===== config.mk =====
export PLATFORM = sky130hd
export DESIGN_NAME = cfa_queue
export DESIGN_NICKNAME = d
export VERILOG_FILES = /design/src/cfa_pkg.sv /design/src/cfa_queue.sv
export SDC_FILE = /design/constraint.sdc
export NUM_CORES = 1
export LEC_CHECK = 0
export BUFFER_PORTS_ARGS = -buffer_cell sky130_fd_sc_hd__buf_4
export CAP_MARGIN = 40
export CORE_ASPECT_RATIO = 1.5
export CORE_MARGIN = 2
export CORE_UTILIZATION = 45
export DETAILED_ROUTE_END_ITERATION = 7
export HOLD_SLACK_MARGIN = 0.08
export PLACE_DENSITY = 0.67
export SLEW_MARGIN = 0
export SYNTH_ARGS = -nofsm -noshare
export SYNTH_HDL_FRONTEND = slang
export SYNTH_SLANG_ARGS = --single-unit
export TNS_END_PERCENT = 20

===== constraint.sdc =====
create_clock -name clock -period 5.5 [get_ports clock]
set_clock_uncertainty 0.05 [all_clocks]
set_input_delay 1.1 -clock clock [delete_from_list [all_inputs] [get_ports clock]]
set_output_delay 1.1 -clock clock [all_outputs]
set_load 0.01 [all_outputs]

===== src/cfa_pkg.sv =====
// ----------------------------------------------------------------------------
// cfa_pkg: shared types and constants of the contiguous frame allocator
// Command, frame state and status codes, queue entry and engine state types.
// ----------------------------------------------------------------------------
package cfa_pkg;

   localparam int FRM_W = 20;   // absolute frame number
   localparam int CNT_W = 15;   // frame counts and pool size
   localparam int REL_W = 16;   // frame offset inside the pool
   localparam int CMP_W = 17;   // offset arithmetic with headroom
   localparam int IDX_W = 2;    // register index
   localparam int SPR   = 32;   // frame states per memory row
   localparam int GRP   = 8;    // frames examined per scan step

   localparam logic [1:0] MODE_ALLOC   = 2'd0;
   localparam logic [1:0] MODE_RELEASE = 2'd1;
   localparam logic [1:0] MODE_MARK    = 2'd2;
   localparam logic [1:0] MODE_CLEAR   = 2'd3;

   localparam logic [1:0] STAT_OK      = 2'd0;
   localparam logic [1:0] STAT_NORUN   = 2'd1;
   localparam logic [1:0] STAT_NOTHEAD = 2'd2;
   localparam logic [1:0] STAT_RANGE   = 2'd3;

   localparam logic [1:0] FS_USED = 2'b00;
   localparam logic [1:0] FS_HEAD = 2'b10;
   localparam logic [1:0] FS_FREE = 2'b11;

   localparam logic [IDX_W-1:0] REG_BASE = 2'd0;
   localparam logic [IDX_W-1:0] REG_POOL = 2'd1;

   typedef enum logic [2:0] {
      OP_ALLOC, OP_RELEASE, OP_MARK, OP_CLEAR, OP_REJECT
   } cfa_op_type;

   typedef struct packed {
      cfa_op_type        op;
      logic [REL_W-1:0]  rel;
      logic [CNT_W-1:0]  cnt;
   } cfa_cmd_type;

   typedef struct packed {
      logic        valid;
      cfa_cmd_type cmd;
   } cfa_qhead_type;

   typedef enum logic [3:0] {
      S_CLR, S_IDLE, S_DISP, S_A_RD, S_A_SCAN, S_W_RD, S_W_WR, S_R_RD, S_R_CHK, S_DONE
   } cfa_state_type;

endpackage


===== src/cfa_queue.sv =====
// ----------------------------------------------------------------------------
// cfa_queue: two-entry command queue
// Decouples intake from the engine so each side can stall on its own.
// ----------------------------------------------------------------------------
module cfa_queue (
   input  logic                  clock,
   input  logic                  reset,
   input  logic                  push,
   input  cfa_pkg::cfa_cmd_type  push_cmd,
   output logic                  q_ready,
   input  logic                  pop,
   output cfa_pkg::cfa_qhead_type head
);
   import cfa_pkg::*;

   cfa_cmd_type entry_ff [2];
   logic [1:0]  fill_ff, fill_in;
   logic        wr_ff, rd_ff;

   assign q_ready    = fill_ff != 2'd2;
   assign head.valid = fill_ff != 2'd0;
   assign head.cmd   = entry_ff[rd_ff];

   always_comb begin
      fill_in = fill_ff + 2'(push) - 2'(pop);
   end

   always_ff @(posedge clock) begin
      if (reset) begin
         fill_ff <= '0;
         wr_ff   <= 1'b0;
         rd_ff   <= 1'b0;
      end else begin
         fill_ff <= fill_in;
         if (push) wr_ff <= !wr_ff;
         if (pop)  rd_ff <= !rd_ff;
      end
      if (push) entry_ff[wr_ff] <= push_cmd;
   end

endmodule


## After elaboration in Yosys (flattened, before gate mapping)

Memories as Yosys holds them, arrays and structs flattened. A register that Yosys moved wholly into a read port is not among the register bits.
Index checks and enable logic that the tools add are counted.

- $mul: 0
- Bitwise logic cells: 0
- Mux-type cells: 4
- Div/mod/pow operators: 0
- $add $sub $neg: 2
- Shifts and indexed selects: 0
- Reductions and logical operators: 3
- Magnitude comparators: 0
- Eq/ne operators: 1

Operators with widths:

| operator | count |
|---|---|
| $mux W1 | 4 |
| $add A2 B1 Y2 | 1 |
| $logic_not A1 Y1 | 2 |
| $ne A2 B2 Y1 const B | 1 |
| $reduce_bool A2 Y1 | 1 |
| $sub A2 B1 Y2 | 1 |

- Memory bits (writable): 68
- Word-level logic and storage cells: 14
- Output and inout port bits: 36
- Memories kept: 1
- Bits in latches: 0
- Flip-flop bits (word level): 4
- ROM bits: 0

Memories:

| name | depth | bits a word | read ports | clocked after memory_dff | write ports | RTL line | RTL |
|---|---|---|---|---|---|---|---|
| entry_ff | 2 | 34 | 1 | 1 | 1 | cfa_queue.sv:16 | `cfa_cmd_type entry_ff [2];` |

## Depth between registers and ports, before layout

- Depth after elaboration: 3
- Depth in mapped cells: 6

## Least setup slack after synthesis

Ideal clock, no wire load.

- Path type: input port to flip-flop
- Start point: input port push
- End point: memory entry_ff[0][0] (netlist bit) (enable)
- Path buffers: 0
- Data required time: 5021 ps
- Setup slack: 2388 ps
- Arrival time: 2633 ps
- Cell stages on the path: 1
- Setup time: 429 ps
- Path through: nor2b_1

- Longest elaborated chain between the ends: 2

RTL lines:

| element | RTL line | RTL |
|---|---|---|
| start: declaration | cfa_queue.sv:8 | `input logic push,` |
| $mux W1 | cfa_queue.sv:38 | `if (push) entry_ff[wr_ff] <= push_cmd;` |
| $mux W1 (not written as such) | cfa_queue.sv:38 |  |
| end: declaration | cfa_queue.sv:16 |  |

Every way passes these cells.

==> flow_summary_export.csv <==
group,metric,value,unit
status,status,"finished, final reports clean",
synthesis,ys_types,15,
critical_path,cp_max_fo,18,
route,vias,1373,
global_route,grt_max_degree,35,
timing,grt_setup_unrepaired,"false",
synthesis,synth-main-ff-cell,"edfxtp_1",
global_route,grt-ovfl-total,0,
floorplanning,row_count,35,
clocking,cts_buffers,9,
route,drtPass1Iterations,4,
synthesis,ys_warn_count,0,
clocking,htreeDepth,3,
floorplanning,fp.dieW,68.7,um
clocking,hold_buffers,0,
synthesis,avgSynthCellArea,22.2,um^2
finish,antenna_cells,0,
finish,finalInstanceArea,0.00362,mm^2
synthesis,synth_edf_count,68,
job,drv_cap,0,
route,avgRoutedWirePerCell,16.6,um
finish,final_util,0.595,
clocking,worst_skew_pair.late_latency,0.33,ns
placement,dpl-instance-area,0.00346,mm^2
pwr,p_leak,1.43,nW
finish,fillCellCount,483,
critical_path,endpoint_kind,"output pin",
synthesis,synth_area_leaders,"edfxtp_1 72%, mux2_4 16%, dfxtp_1 3.5%",
finish,post_route_cells_drive_above_1_share,0.584,
route,vias_per_cell,4.77,
clocking,ctsLongestPathBuffers,2,
pwr,peakVddDrop,0.237,mV
global_route,gr-usage-met1,0.144,
timing,period_needed,2.89,ns
placement,portBuffers,73,
global_route,met2_usage,0.266,
clocking,clk_pin_slew_worst_paths,0.07,ns
synthesis,yosysSeqAreaShare,0.758,
timing,setup_viol,0,
synthesis,synth_common_cells,"68 x edfxtp_1, 30 x mux2_4, 5 x dfxtp_1",
timing,worstMarginPinSlew,0.837,ns
global_route,grt-busiest-layer,"met2",
clocking,clkSinkCount,73,
synthesis,ys_ff_latch,73,
clocking,cts_resized,0,
placement,gp_congestion,0.740,
floorplanning,core,0.00609,mm^2
clocking,cts_tree,"done",
floorplanning,ios,74,
synthesis,synth.cell_area,0.00283,mm^2
placement,dp_hpwl,3.38,mm
timing,hold_violations,0,
global_route,met3_usage,0.0559,
global_route,grt_pass1_vias,1514,
global_route,grtUsageTotal,0.150,
floorplanning,die_h,101,um
clocking,post_cts_buffers,0,
critical_path,arrival,1.74,ns
route,ant_nets,0,
critical_path,cp.required,4.35,ns
timing,setup_tns,0,ns
finish,area_growth,28.2,%
timing,final-max-slew-violation-count,0,
global_route,grt_pass1_wl,7.12,mm
critical_path,critPathLaunchType,"flop",
timing,fmax,346,MHz
floorplanning,die_area,0.00694,mm^2
synthesis,synth_nets,167,
finish,nets,249,
timing,setup_ws,2.61,ns
clocking,root_buffer,"clkbuf_8",
synthesis,async_flop_share,0,
global_route,antenna_found_initial,0,
pwr,power_density,330,mW/mm^2
placement,pre_cts_slack,2.93,ns
timing,post-route-period-util,0.526,
route,remaining_drc_errors,0,
timing,relSlewSlack,0.442,
critical_path,worstSetupPathType,"reg -> out",
synthesis,yosysTopAreaCell,"edfxtp_1",
synthesis,synthMostInstantiatedCell,"edfxtp_1",
route,finalWirelength,4.78,mm
route,first_iter_violations,45,
floorplanning,start_util,0.464,
worst_hold_path,min_path_type,"reg -> reg",
synthesis,synth.top_cell.area_share,0.723,
synthesis,synth_cells,127,
-- worst max-delay path, cell delays in order, from the launching register on --
cell,delay [ns]
dfxtp_2,0.69
buf_16,0.25
mux2_4,0.32
buf_4,0.15
-- path summary, 6_finish.rpt --
kind	startpoint	slack, ns	cells after the start	to
worst max-delay path	flop	2.61	3	head[10]
worst min-delay path	rd_ff$_SDFFE_PP0P_	0.49	2	flop
worst max register to register	wr_ff$_SDFFE_PP0P_	3.93	1	entry_ff[1][5]$_DFFE_PP_
worst min register to register	rd_ff$_SDFFE_PP0P_	0.49	2	flop
-- layer usage --
layer,part of all wire,vias to the layer above,wire (um)
met5,0,-,0
met4,0.028,0,135
met3,0.059,10,281
met2,0.58,52,2790
met1,0.33,662,1580
li1,-,649,-
-- sequential cells by signal (all words and copies together) (netlist names), named ones only --
register and count:
entry_ff 68, fill_ff 2, rd_ff 1, wr_ff 1
-- cell type report --
cell class                 count  area (um^2)  share of cell area
multi-input combinational     48          613               0.169
tap                           74         92.6              0.0256
timing repair buffer          75          603               0.167
inverter                       2         7.51             0.00207
sequential                    73         2140               0.592
clock buffer                   9          124              0.0342
clock inverter                 7         37.5              0.0104
-- stage by stage --
step	std cells	hold slack, ns	total power (W)
5_1_grt	288	0.574	0.00125
3_3_place_gp	270	0.445	0.000854
3_5_place_dp	272	0.469	0.000872
6_report	288	0.489	0.00119
2_1_floorplan	127	0.430	0.000783
4_1_cts	288	0.497	0.00121
-- cell usage in the layout, fill, tap and decap left out --
master      synthesis  layout
dfxtp_1             5       4
nor2_1              4       4
nor2b_1             2       1
or2_2               1       1
mux2_4             30      30
mux2_2              4       4
nand2_1             1       1
xnor2_1             2       2
clkbuf_8            0       9
and2_2              0       1
buf_16              0       2
clkinv_1            0       4
ha_1                2       2
edfxtp_1           68      68
inv_1               2       2
nor2b_4             0       1
dfxtp_2             0       1
clkinvlp_4          0       3
xnor3_1             1       1
buf_4               0      73
-- cells by family after synthesis --
family,count (synthesis),synth area share
xor+xnor,3,0.0142
mux,34,0.175
simple gates,9,0.0155
buf+inv,6,0.0279
fa+ha+maj,2,0.00886
flops,73,0.758
-- power by group --
part	leakage, nW	switching (W)	internal [W]
logic	0.681	0.0000741	0.000116
clock network	0.0714	0.000180	0.000157
registers	0.680	0.0000182	0.000648
No activity file was read; power rests on OpenSTA's default activity.
