===== src/cfa_pkg.sv =====
// ----------------------------------------------------------------------------
// cfa_pkg: shared types and constants of the contiguous frame allocator
// Command, frame state and status codes, queue entry and engine state types.
// ----------------------------------------------------------------------------
package cfa_pkg;

   localparam int FRM_W = 20;   // absolute frame number
   localparam int CNT_W = 15;   // frame counts and pool size
   localparam int REL_W = 16;   // frame offset inside the pool
   localparam int CMP_W = 17;   // offset arithmetic with headroom
   localparam int IDX_W = 2;    // register index
   localparam int SPR   = 32;   // frame states per memory row
   localparam int GRP   = 8;    // frames examined per scan step

   localparam logic [1:0] MODE_ALLOC   = 2'd0;
   localparam logic [1:0] MODE_RELEASE = 2'd1;
   localparam logic [1:0] MODE_MARK    = 2'd2;
   localparam logic [1:0] MODE_CLEAR   = 2'd3;

   localparam logic [1:0] STAT_OK      = 2'd0;
   localparam logic [1:0] STAT_NORUN   = 2'd1;
   localparam logic [1:0] STAT_NOTHEAD = 2'd2;
   localparam logic [1:0] STAT_RANGE   = 2'd3;

   localparam logic [1:0] FS_USED = 2'b00;
   localparam logic [1:0] FS_HEAD = 2'b10;
   localparam logic [1:0] FS_FREE = 2'b11;

   localparam logic [IDX_W-1:0] REG_BASE = 2'd0;
   localparam logic [IDX_W-1:0] REG_POOL = 2'd1;

   typedef enum logic [2:0] {
      OP_ALLOC, OP_RELEASE, OP_MARK, OP_CLEAR, OP_REJECT
   } cfa_op_type;

   typedef struct packed {
      cfa_op_type        op;
      logic [REL_W-1:0]  rel;
      logic [CNT_W-1:0]  cnt;
   } cfa_cmd_type;

   typedef struct packed {
      logic        valid;
      cfa_cmd_type cmd;
   } cfa_qhead_type;

   typedef enum logic [3:0] {
      S_CLR, S_IDLE, S_DISP, S_A_RD, S_A_SCAN, S_W_RD, S_W_WR, S_R_RD, S_R_CHK, S_DONE
   } cfa_state_type;

endpackage


===== src/cfa_ifs.sv =====
// ----------------------------------------------------------------------------
// cfa_ifs: request and response channels of the frame allocator
// Valid/ready channels carrying one command word and one response word.
// ----------------------------------------------------------------------------
interface cfa_req_if;
   logic                      valid;
   logic                      ready;
   logic [1:0]                mode;
   logic [cfa_pkg::FRM_W-1:0] frame_num;
   logic [cfa_pkg::CNT_W-1:0] count;
   modport source (output valid, mode, frame_num, count, input ready);
   modport sink   (input valid, mode, frame_num, count, output ready);
endinterface



===== src/cfa_front.sv =====
// ----------------------------------------------------------------------------
// cfa_front: command intake and classification
// Checks range and count of each request word as its mode needs and turns it into an engine op.
// ----------------------------------------------------------------------------
module cfa_front (
   cfa_req_if.sink                   req_bus,
   input  logic [cfa_pkg::FRM_W-1:0] base_frame,
   input  logic [cfa_pkg::CNT_W-1:0] pool_n,
   input  logic                      busy,
   input  logic                      q_ready,
   output logic                      push,
   output cfa_pkg::cfa_cmd_type      cmd
);
   import cfa_pkg::*;

   logic [FRM_W-1:0] rel;
   logic [FRM_W-1:0] n_ext;
   logic             below;
   logic             outside;
   logic             zero_cnt;
   logic             too_long;

   assign req_bus.ready = q_ready && !busy;
   assign push          = req_bus.valid && req_bus.ready;

   assign rel      = req_bus.frame_num - base_frame;
   assign n_ext    = FRM_W'(pool_n);
   assign below    = req_bus.frame_num < base_frame;
   assign outside  = below || (rel >= n_ext);
   assign zero_cnt = req_bus.count == '0;
   assign too_long = FRM_W'(req_bus.count) > (n_ext - rel);

   always_comb begin
      cmd.rel = rel[REL_W-1:0];
      cmd.cnt = req_bus.count;
      unique case (req_bus.mode)
         MODE_ALLOC:   cmd.op = zero_cnt ? OP_REJECT : OP_ALLOC;
         MODE_RELEASE: cmd.op = outside ? OP_REJECT : OP_RELEASE;
         MODE_MARK:    cmd.op = (zero_cnt || outside || too_long) ? OP_REJECT : OP_MARK;
         MODE_CLEAR:   cmd.op = OP_CLEAR;
         default:      cmd.op = OP_REJECT;
      endcase
   end

endmodule


===== src/flat_wrapper.sv =====
// flat-port wrapper written by rule: the top's interface ports become plain ports
module cfa_front_flat import cfa_pkg::*;
  (base_frame, pool_n, busy, q_ready, push, cmd, req_bus_valid, req_bus_mode, req_bus_frame_num, req_bus_count, req_bus_ready);
  cfa_req_if req_bus_i ();
  input  logic [cfa_pkg::FRM_W-1:0] base_frame;
  input  logic [cfa_pkg::CNT_W-1:0] pool_n;
  input  logic busy;
  input  logic q_ready;
  output logic push;
  output cfa_pkg::cfa_cmd_type cmd;
  input wire logic [$bits(req_bus_i.valid)-1:0] req_bus_valid;
  input wire logic [$bits(req_bus_i.mode)-1:0] req_bus_mode;
  input wire logic [$bits(req_bus_i.frame_num)-1:0] req_bus_frame_num;
  input wire logic [$bits(req_bus_i.count)-1:0] req_bus_count;
  output wire logic [$bits(req_bus_i.ready)-1:0] req_bus_ready;
  assign req_bus_i.valid = req_bus_valid;
  assign req_bus_i.mode = req_bus_mode;
  assign req_bus_i.frame_num = req_bus_frame_num;
  assign req_bus_i.count = req_bus_count;
  assign req_bus_ready = req_bus_i.ready;
  cfa_front u_core (.req_bus(req_bus_i), .base_frame(base_frame), .pool_n(pool_n), .busy(busy), .q_ready(q_ready), .push(push), .cmd(cmd));
endmodule

===== config.mk =====
export PLATFORM = sky130hd
export DESIGN_NAME = cfa_front_flat
export DESIGN_NICKNAME = d
export VERILOG_FILES = /design/src/cfa_pkg.sv /design/src/cfa_ifs.sv /design/src/cfa_front.sv /design/src/flat_wrapper.sv
export SDC_FILE = /design/constraint.sdc
export NUM_CORES = 1
export LEC_CHECK = 0
export BUFFER_PORTS_ARGS = -buffer_cell sky130_fd_sc_hd__buf_2
export CAP_MARGIN = 20
export CORE_MARGIN = 3
export CORE_UTILIZATION = 45
export DETAILED_ROUTE_END_ITERATION = 16
export PLACE_DENSITY = 0.76
export SYNTH_ARGS = -nofsm -noshare
export SYNTH_HDL_FRONTEND = slang
export SYNTH_SLANG_ARGS = --single-unit

===== constraint.sdc =====
create_clock -name vclk -period 13.1
set_input_delay 2.62 -clock vclk [all_inputs]
set_output_delay 2.62 -clock vclk [all_outputs]
set_load 0.005 [all_outputs]

[Word level (Yosys, flattened, before mapping)]
Cells that the tools add are included.
Word-level totals
  flip-flop bits (word level): 0
  input port bits: 75
  output and inout bits: 36
  word-level logic and storage cells: 20
Cells by class
  add/sub/neg operators: 2
  order comparisons: 3
  equality and inequality tests: 3
  muxes and demuxes: 4
  reduce and logical (&&, ||, !) cells: 8
Operators by type and width (count)
  $ge 20x15->1: 1
  $gt 15x20->1: 1
  $lt 20x20->1: 1
  $sub 15x20->20: 1
  $sub 20x20->20: 1
  $logic_not 15->1: 1
  $pmux 3 s4: 1
  $mux 3: 3
  $eq 2x2->1 const B: 2
  $logic_or 1x1->1: 3
  $eq 2x1->1 const B: 1
  $logic_and 1x1->1: 2
  $logic_not 2->1: 1
  $logic_not 1->1: 1

[Depth between registers and ports, before layout]
Gate-level depths: netlist (run 1).
  depth in word-level cells: 7
  mapped depth: 26
  gate-level depth less buffers: 26

[Least setup slack after synthesis (run 1)]
No wires, ideal clock.
  kind: input to output
  start: input base_frame[1] in the netlist's numbering
  end: output cmd[32] in the netlist's numbering
  arrival time: 7.256 ns
  setup slack: 3.224 ns
  stages: 26
  cell sequence: inv_1 -> ha_1 -> nor2b_1 -> o2111ai_1 -> nand2_1 -> a21o_2 -> a21o_1 -> xor2_1 -> inv_1 -> ha_1 -> inv_1 -> a211oi_1 -> a211o_1 -> maj3_2 -> maj3_2 -> maj3_2 -> xnor2_1 -> ha_1 -> nand3_1 -> nor2_1 -> nand2_1 -> o221ai_1 -> o2111ai_1 -> a21oi_1 -> nand4_1 -> a41o_1
RTL lines
  start, declared: line flat_wrapper.sv:5  | input logic [cfa_pkg::FRM_W-1:0] base_frame;
  end, declared: line flat_wrapper.sv:10  | output cfa_pkg::cfa_cmd_type cmd;

==> impl_metrics.env, run 1 <==
export IMPL_grt_pass1_vias=2694
export IMPL_firstDrtPassIters=4
export IMPL_power_density_nw_per_um2=80.8
export IMPL_core_area_um2=5680
export IMPL_via_count=2875
export IMPL_worstMarginPinSlew_ps=610
export IMPL_netlist_instances=370
export IMPL_final_layout_size_suffix_gt1_share_pct=31.4
export IMPL_routabilityCongestion=0.912
export IMPL_fin_crit_sh_pct=79.8
export IMPL_track_usage_pct=18.9
export IMPL_layout_commonest_cell="buf_2"
export IMPL_setup_viol=0
export IMPL_port_buffers=111
export IMPL_final_cell_mix="111 x buf_2, 51 x inv_1, 45 x ha_1"
export IMPL_worstPathRequired_ps=10480
export IMPL_hold_depth=2
export IMPL_stdcell_area_um2=3240
export IMPL_peakVddDrop_uv=40.0
export IMPL_drt_iter0_markers=119
export IMPL_endpoint_kind="primary output"
export IMPL_drc=0
export IMPL_nNetsFinal=586
export IMPL_seq_area_frac_synth_pct=0
export IMPL_setup_slack_ps=2650
export IMPL_std_cell_rows=27
export IMPL_dieWidth_um=83.9
export IMPL_startpoint_type="primary input"
export IMPL_viasPerCell=5.38
export IMPL_num_io_pins=111
export IMPL_nFlopsAndLatches=0
export IMPL_final_max_slew_violation_count=0
export IMPL_grt_max_degree=16
export IMPL_clock_buffers=0
export IMPL_synth_area_um2=2730
export IMPL_synth_top_cell_by_area="ha_1"
export IMPL_syn_nets=492
export IMPL_grt_antenna_before_repair=0
export IMPL_hold_buffers=0
export IMPL_cts_resized=0
export IMPL_switching_power_mw=0.141
export IMPL_combPwrFrac_pct=100.0
export IMPL_grt_overflow_total=0
export IMPL_period_needed_ps=10450
export IMPL_post_drt_wl_per_cell_um=13.4
export IMPL_slew_headroom_pct=59.0
export IMPL_yosys_top_cells_area="ha_1 21%, xnor2_1 7.7%, inv_1 7.0%, buf_4 4.4%, a21oi_1 3.9%"
export IMPL_fin_total_pwr_mw=0.262
export IMPL_cap_violations=0
export IMPL_arrival_ps=7830
export IMPL_cp_max_fo=5
export IMPL_wl_um=7140
export IMPL_post_dp_cell_area_um2=3240
export IMPL_hold_start="req_bus_count[0]"
export IMPL_synth_cell_types=68
export IMPL_setup_worst_path_start="base_frame[1]"
export IMPL_pre_cts_ws_ps=2630
export IMPL_dieArea_um2=7030
export IMPL_outcome="finished clean"
export IMPL_hpwlAfterDp_um=6290
export IMPL_synth_warnings=0
export IMPL_hold_path_end="cmd[0]"
export IMPL_grt_pass1_wl_um=11800
export IMPL_antennaDiodeCount=0
export IMPL_initial_core_util_pct=48.1
export IMPL_postRouteAntennaNets=0
export IMPL_timing_hold_ws_ps=5440
export IMPL_rsz0062_at_grt="no"
export IMPL_clockPowerShare_pct=0
export IMPL_max_clock_freq_ghz=0.0957
export IMPL_swShare_pct=53.9
export IMPL_chipHeight_um=83.9
export IMPL_fillCellCount=556
export IMPL_regArea_um2=0
export IMPL_hold_violations=0
export IMPL_power_frac_seq_pct=0
export IMPL_post_cts_buffers=0
export IMPL_synth_top_area_share_pct=20.6
export IMPL_crit_type="in -> out"
export IMPL_syn_avg_cell_area_um2=7.37
export IMPL_p_int_mw=0.121
export IMPL_area_growth_pct=18.8
export IMPL_hold_class="in -> out"
export IMPL_setup_tns_ps=0
export IMPL_p_leak_nw=1.70
-- power groups by stage --
stage	Sequential [mW]	Clock [mW]	Combinational, mW
finish	0	0	0.262
global route	0	0	0.293
CTS	0	0	0.262
detailed placement	0	0	0.262
global placement	0	0	0.255
floorplan	0	0	0.197
-- cells in the mapped netlist, types with 9 or more instances --
| cell type | number |
|---|---|
| a21o_1 | 10 |
| xnor2_1 | 24 |
| o21ai_0 | 9 |
| xor2_1 | 9 |
| inv_1 | 51 |
| nor2_1 | 19 |
| nor3_1 | 9 |
| ha_1 | 45 |
| nand2_1 | 19 |
| buf_4 | 16 |
| nand4_1 | 9 |
| a21oi_1 | 21 |
-- critical path: stages --
cell and delay [ps]:
buf_2 100, inv_1 40, ha_1 250, nor2b_1 140, o2111ai_1 410, nand2_1 150, a21o_2 230, a21o_1 180
xor2_1 160, inv_1 60, ha_1 350, inv_1 80, a211oi_1 40, a211o_1 280, maj3_2 330, maj3_2 310
maj3_2 360, xnor2_1 140, ha_1 300, nand3_1 90, nor2_1 120, nand2_1 80, o221ai_1 170, o2111ai_1 140
a21oi_1 150, nand4_1 140, a41o_1 270, buf_2 120
-- how the worst max path moves through the flow --
stage,depth (start not counted),to
CTS,28,cmd[32]
global placement,28,cmd[32]
floorplan,26,cmd[32]
finish,28,cmd[32]
global route,28,cmd[32]
detailed placement,28,cmd[32]
-- kinds of logic (layout without fill, tap and decap cells) --
logic type | Yosys count | in the layout | share of synthesized area (%)
multiplexers | 6 | 6 | 2.34
AO/OA/AOI/OAI | 99 | 99 | 28.0
XOR/XNOR | 34 | 34 | 11.2
adder cells (fa/ha/maj) | 55 | 55 | 25.3
buffers and inverters | 71 | 163 | 12.1
AND/OR/NAND/NOR | 105 | 105 | 21.1
-- per-stage QoR --
| step | cells | utilization (%) |
|---|---|---|
| 2_1_floorplan | 370 | - |
| 3_3_place_gp | 534 | 57.1 |
| 3_5_place_dp | 534 | 57.1 |
| 4_1_cts | 534 | 57.1 |
| 5_1_grt | 534 | 57.1 |
| 6_report | 534 | 57.1 |
-- per-layer routing --
| metal | share of wire (%) | track usage [%] |
|---|---|---|
| met1 | 46 | 26.1 |
| met2 | 48 | 33.0 |
| met3 | 5.6 | 1.78 |
| met4 | 0.59 | 1.02 |
| met5 | 0 | 0 |
-- final cells by class --
cell class,count,area [um2],share of cell area [%]
Timing Repair Buffer,111,556,17.1
Multi-Input combinational cell,299,2400,74.0
Tap cell,72,90.1,2.78
Inverter,52,196,6.06
(Power assumes the default switching activity.)
==> run 2, diff against run 1 <==
- ABC_AREA: default -> 1
- PLACE_DENSITY: 0.76 -> 0.78
- clock period: 13.1 -> 8.7 ns (I/O delays scaled with it)
==> run 2 against run 1 <==
Combinational power rose by 46%. Flip-flop and latch count did not move. Power rose by 46%. Non-clock buffer count did not move. Via count rose by 21%. Die area rose by 8.3%. Critical endpoint is now cmd[33].
==> impl_metrics.env, run 2 <==
export IMPL_rsz0062_at_grt="no"
export IMPL_drc=0
export IMPL_outcome="finished clean"
export IMPL_synth_most_common_cell="nand2_1"
export IMPL_final_max_slew_violation_count=0
export IMPL_syn_avg_cell_area_um2=5.62
export IMPL_multi_input_area_um2=2460
export IMPL_grt_pass1_wl_um=13200
export IMPL_area_growth_pct=18.1
export IMPL_peakVddDrop_uv=73.2
export IMPL_nFlopsAndLatches=0
export IMPL_setup_tns_ps=0
export IMPL_synth_common_cells="157 x nand2_1, 100 x inv_1, 45 x ha_1"
export IMPL_grt_overflow_total=0
export IMPL_dieArea_um2=7610
export IMPL_crit_top_cell="nand2_1"
export IMPL_wl_met2_um=3650
export IMPL_firstDrtPassIters=4
export IMPL_final_layout_size_suffix_gt1_share_pct=25.8
export IMPL_track_usage_pct=20.2
export IMPL_wl_met1_um=3630
export IMPL_netlist_instances=529
export IMPL_grt_max_degree=8
export IMPL_final_cell_mix="157 x nand2_1, 111 x buf_2, 100 x inv_1"
export IMPL_slowest_stage="fa_1"
export IMPL_grt_antenna_before_repair=0
export IMPL_synth_top_cell_by_area="nand2_1"
export IMPL_cp_max_fo=4
export IMPL_synth_cell_types=37
export IMPL_post_cts_buffers=0
export IMPL_cpPeakStageDelay_ps=410
export IMPL_arrival_ps=6010
export IMPL_via_count=3481
export IMPL_core_area_um2=6170
export IMPL_clock_buffers=0
export IMPL_fin_crit_sh_pct=89.1
export IMPL_viasPerCell=4.97
export IMPL_fin_total_pwr_mw=0.383
export IMPL_cp_num_buf_inv=6
export IMPL_cp_top_family="simple AND/OR/NAND/NOR gates"
export IMPL_worstMarginPinSlew_ps=429
export IMPL_endpoint_kind="primary output"
export IMPL_wl_um=7750
export IMPL_synth_area_um2=2970
export IMPL_max_clock_freq_ghz=0.129
export IMPL_hpwlAfterDp_um=7160
export IMPL_setup_viol=0
export IMPL_fillCellCount=658
export IMPL_syn_nets=651
export IMPL_timing_hold_ws_ps=3680
export IMPL_std_cell_rows=28
export IMPL_hold_buffers=0
export IMPL_drt_iter0_markers=88
export IMPL_slew_headroom_pct=71.2
export IMPL_chipHeight_um=87.3
export IMPL_num_io_pins=111
export IMPL_grt_pass1_vias=3188
export IMPL_synth_warnings=0
export IMPL_yosys_top_cells_area="nand2_1 20%, ha_1 19%, inv_1 13%, nand3_1 6.7%, xor2_1 4.4%"
export IMPL_post_drt_wl_per_cell_um=11.1
export IMPL_period_needed_ps=7750
export IMPL_postRouteAntennaNets=0
export IMPL_startpoint_type="primary input"
export IMPL_nNetsFinal=749
export IMPL_dieWidth_um=87.3
export IMPL_initial_core_util_pct=48.2
export IMPL_route_met3_wl_um=396
export IMPL_p_leak_nw=2.23
export IMPL_synth_top_area_share_pct=19.8
export IMPL_regArea_um2=0
export IMPL_top_layer_used="met4"
export IMPL_power_density_nw_per_um2=109
export IMPL_port_buffers=111
export IMPL_routabilityCongestion=0.907
export IMPL_hold_class="in -> out"
export IMPL_cts_resized=0
export IMPL_hold_violations=0
export IMPL_cap_violations=0
export IMPL_crit_type="in -> out"
export IMPL_worstPathRequired_ps=6960
export IMPL_antennaDiodeCount=0
export IMPL_seq_area_frac_synth_pct=0
export IMPL_layout_commonest_cell="nand2_1"
[run 2: power by group]
part | internal [mW] | switching (mW) | leakage [nW]
clock network | 0 | 0 | 0
registers | 0 | 0 | 0
logic | 0.156 | 0.227 | 2.23
total | 0.156 | 0.227 | 2.23
[run 2: worst paths after layout]
kind | startpoint | to | slack (ps) | cells after the start
worst max-delay path | req_bus_frame_num[0] | cmd[33] | 950 | 36
worst min-delay path | req_bus_count[14] | cmd[14] | 3680 | 2
[run 2: final cells by class]
| class | count | area share, % |
|---|---|---|
| timing repair buffer | 111 | 15.8 |
| multi-input combinational | 409 | 70.3 |
| inverter | 105 | 11.2 |
| tap | 75 | 2.67 |
[run 2: cell families (layout without fill, tap and decap cells)]
| logic type | Yosys count | count (layout) | share of synthesized area [%] |
|---|---|---|---|
| and+or+nand+nor | 293 | 293 | 46.4 |
| buffers and inverters | 120 | 216 | 17.1 |
| AOI/OAI and AO/OA | 48 | 48 | 10.0 |
| adders and majority gates | 47 | 47 | 20.3 |
| xor gates and xnor gates | 21 | 21 | 6.19 |
[run 2: stage by stage]
stage	utilization (%)	cell area, um2	cells	setup slack, ps
after floorplan	-	2970	529	1450
after global placement	56.9	3510	700	1130
after detailed placement	56.9	3510	700	966
after CTS	56.9	3510	700	958
after global routing	56.9	3510	700	409
final	56.9	3510	700	945
[run 2: routing by layer]
layer	vias up	GRT usage, %
li1	1884	-
met4	0	1.95
met3	8	0.757
met5	-	0
met2	88	37.3
met1	1501	26.7
==> run 3, diff against run 2 <==
- ABC_AREA: 1 -> default
- GPL_TIMING_DRIVEN: default -> 0
- PLACE_DENSITY: 0.78 -> 0.79
==> run 3 against run 2 <==
Worst hold slack gained 27 ps. First-iteration DRC count up 15%. Cell count decreased by 20%. Via count fell by 10%. Critical endpoint is now cmd[32]. Largest power group unchanged.
==> impl_metrics.env, run 3 (same netlist as run 1, synthesis figures left out) <==
export IMPL_outcome="finished clean"
export IMPL_final_cells=563
export IMPL_endpoint_kind="primary output"
export IMPL_std_cell_rows=27
export IMPL_regArea_um2=0
export IMPL_final_cell_mix="112 x buf_2, 50 x inv_1, 41 x ha_1"
export IMPL_setup_viol=0
export IMPL_postLayoutCoreUtil_pct=62.4
export IMPL_peakVddDrop_uv=65.2
export IMPL_port_buffers=111
export IMPL_hold_class="in -> out"
export IMPL_drc=0
export IMPL_startpoint_type="primary input"
export IMPL_crit_top_cell="maj3_2"
export IMPL_crit_type="in -> out"
export IMPL_area_growth_pct=29.8
export IMPL_pre_cts_ws_ps=-130
export IMPL_grt_pass1_wl_um=12800
export IMPL_worstPathRequired_ps=6960
export IMPL_setup_tns_ps=0
export IMPL_clock_buffers=0
export IMPL_routabilityCongestion=0.896
export IMPL_track_usage_pct=20.7
export IMPL_arrival_ps=6750
export IMPL_top_usage_layer="met2"
export IMPL_period_needed_ps=8490
export IMPL_dieArea_um2=7030
export IMPL_worstMarginPinSlew_ps=545
export IMPL_viasPerCell=5.54
export IMPL_dieWidth_um=83.9
export IMPL_use_met3_pct=0.691
export IMPL_grt_pass1_vias=2962
export IMPL_fin_crit_sh_pct=97.5
export IMPL_antennaDiodeCount=0
export IMPL_met2_usage_pct=38.8
export IMPL_fin_total_pwr_mw=0.438
export IMPL_stdcell_area_um2=3540
export IMPL_via_count=3120
export IMPL_hold_buffers=0
export IMPL_num_io_pins=111
export IMPL_layout_commonest_cell="buf_2"
export IMPL_cp_top_family="adder cells"
export IMPL_max_clock_freq_ghz=0.118
export IMPL_final_max_slew_violation_count=0
export IMPL_initial_core_util_pct=48.1
export IMPL_cap_violations=0
export IMPL_nNetsFinal=615
export IMPL_setup_slack_ps=214
export IMPL_core_area_um2=5680
export IMPL_p_leak_nw=1.84
export IMPL_wl_um=7680
export IMPL_slowest_stage="maj3_2"
export IMPL_firstDrtPassIters=5
export IMPL_drt_iter0_markers=101
export IMPL_timing_hold_ws_ps=3710
export IMPL_grt_max_degree=11
export IMPL_cp_num_buf_inv=5
export IMPL_cp_max_fo=5
export IMPL_slew_headroom_pct=63.3
export IMPL_grt_antenna_before_repair=0
export IMPL_power_density_nw_per_um2=124
export IMPL_grt_overflow_total=0
export IMPL_hpwlAfterDp_um=6460
export IMPL_cpPeakStageDelay_ps=350
export IMPL_grt_use_met1_pct=26.2
export IMPL_hold_violations=0
export IMPL_post_dp_cell_area_um2=3370
export IMPL_post_drt_wl_per_cell_um=13.6
export IMPL_postRouteAntennaNets=0
export IMPL_dpl_cell_count=553
export IMPL_nFlopsAndLatches=0
export IMPL_final_layout_size_suffix_gt1_share_pct=38.1
export IMPL_chipHeight_um=83.9
run 3: report_power, final:
part	internal, mW	leakage, nW	switching (mW)
clock	0	0	0
combinational	0.209	1.84	0.230
sequential	0	0	0
run 3: layout make-up:
cell class                      count  area (um2)
Buffer                             19         133
Inverter                           52         196
Multi-Input combinational cell    299        2490
Timing Repair Buffer              121         631
Fill cell                         523        2140
Tap cell                           72        90.1
run 3: per-layer routing:
metal	routed length (um)	share of wire (%)
met5	0	0
met1	3320	43
met3	352	4.6
met2	3840	50
met4	168	2.2
run 3: final timing paths:
kind | from | end | cells after the start
min | busy | req_bus_ready | 3
max | base_frame[1] | cmd[32] | 28
run 3: repair_timing:
item | in CTS | in global routing
cloned | 0 | 0
resized for setup | 8 | 10
setup endpoints to repair | 2 | 2
pin swaps | 1 | 11
buffers inserted | 3 | 7
run 3: worst min-delay path, stage by stage:
cell     delay, ps
buf_2           80
nor2b_1         40
buf_2          120
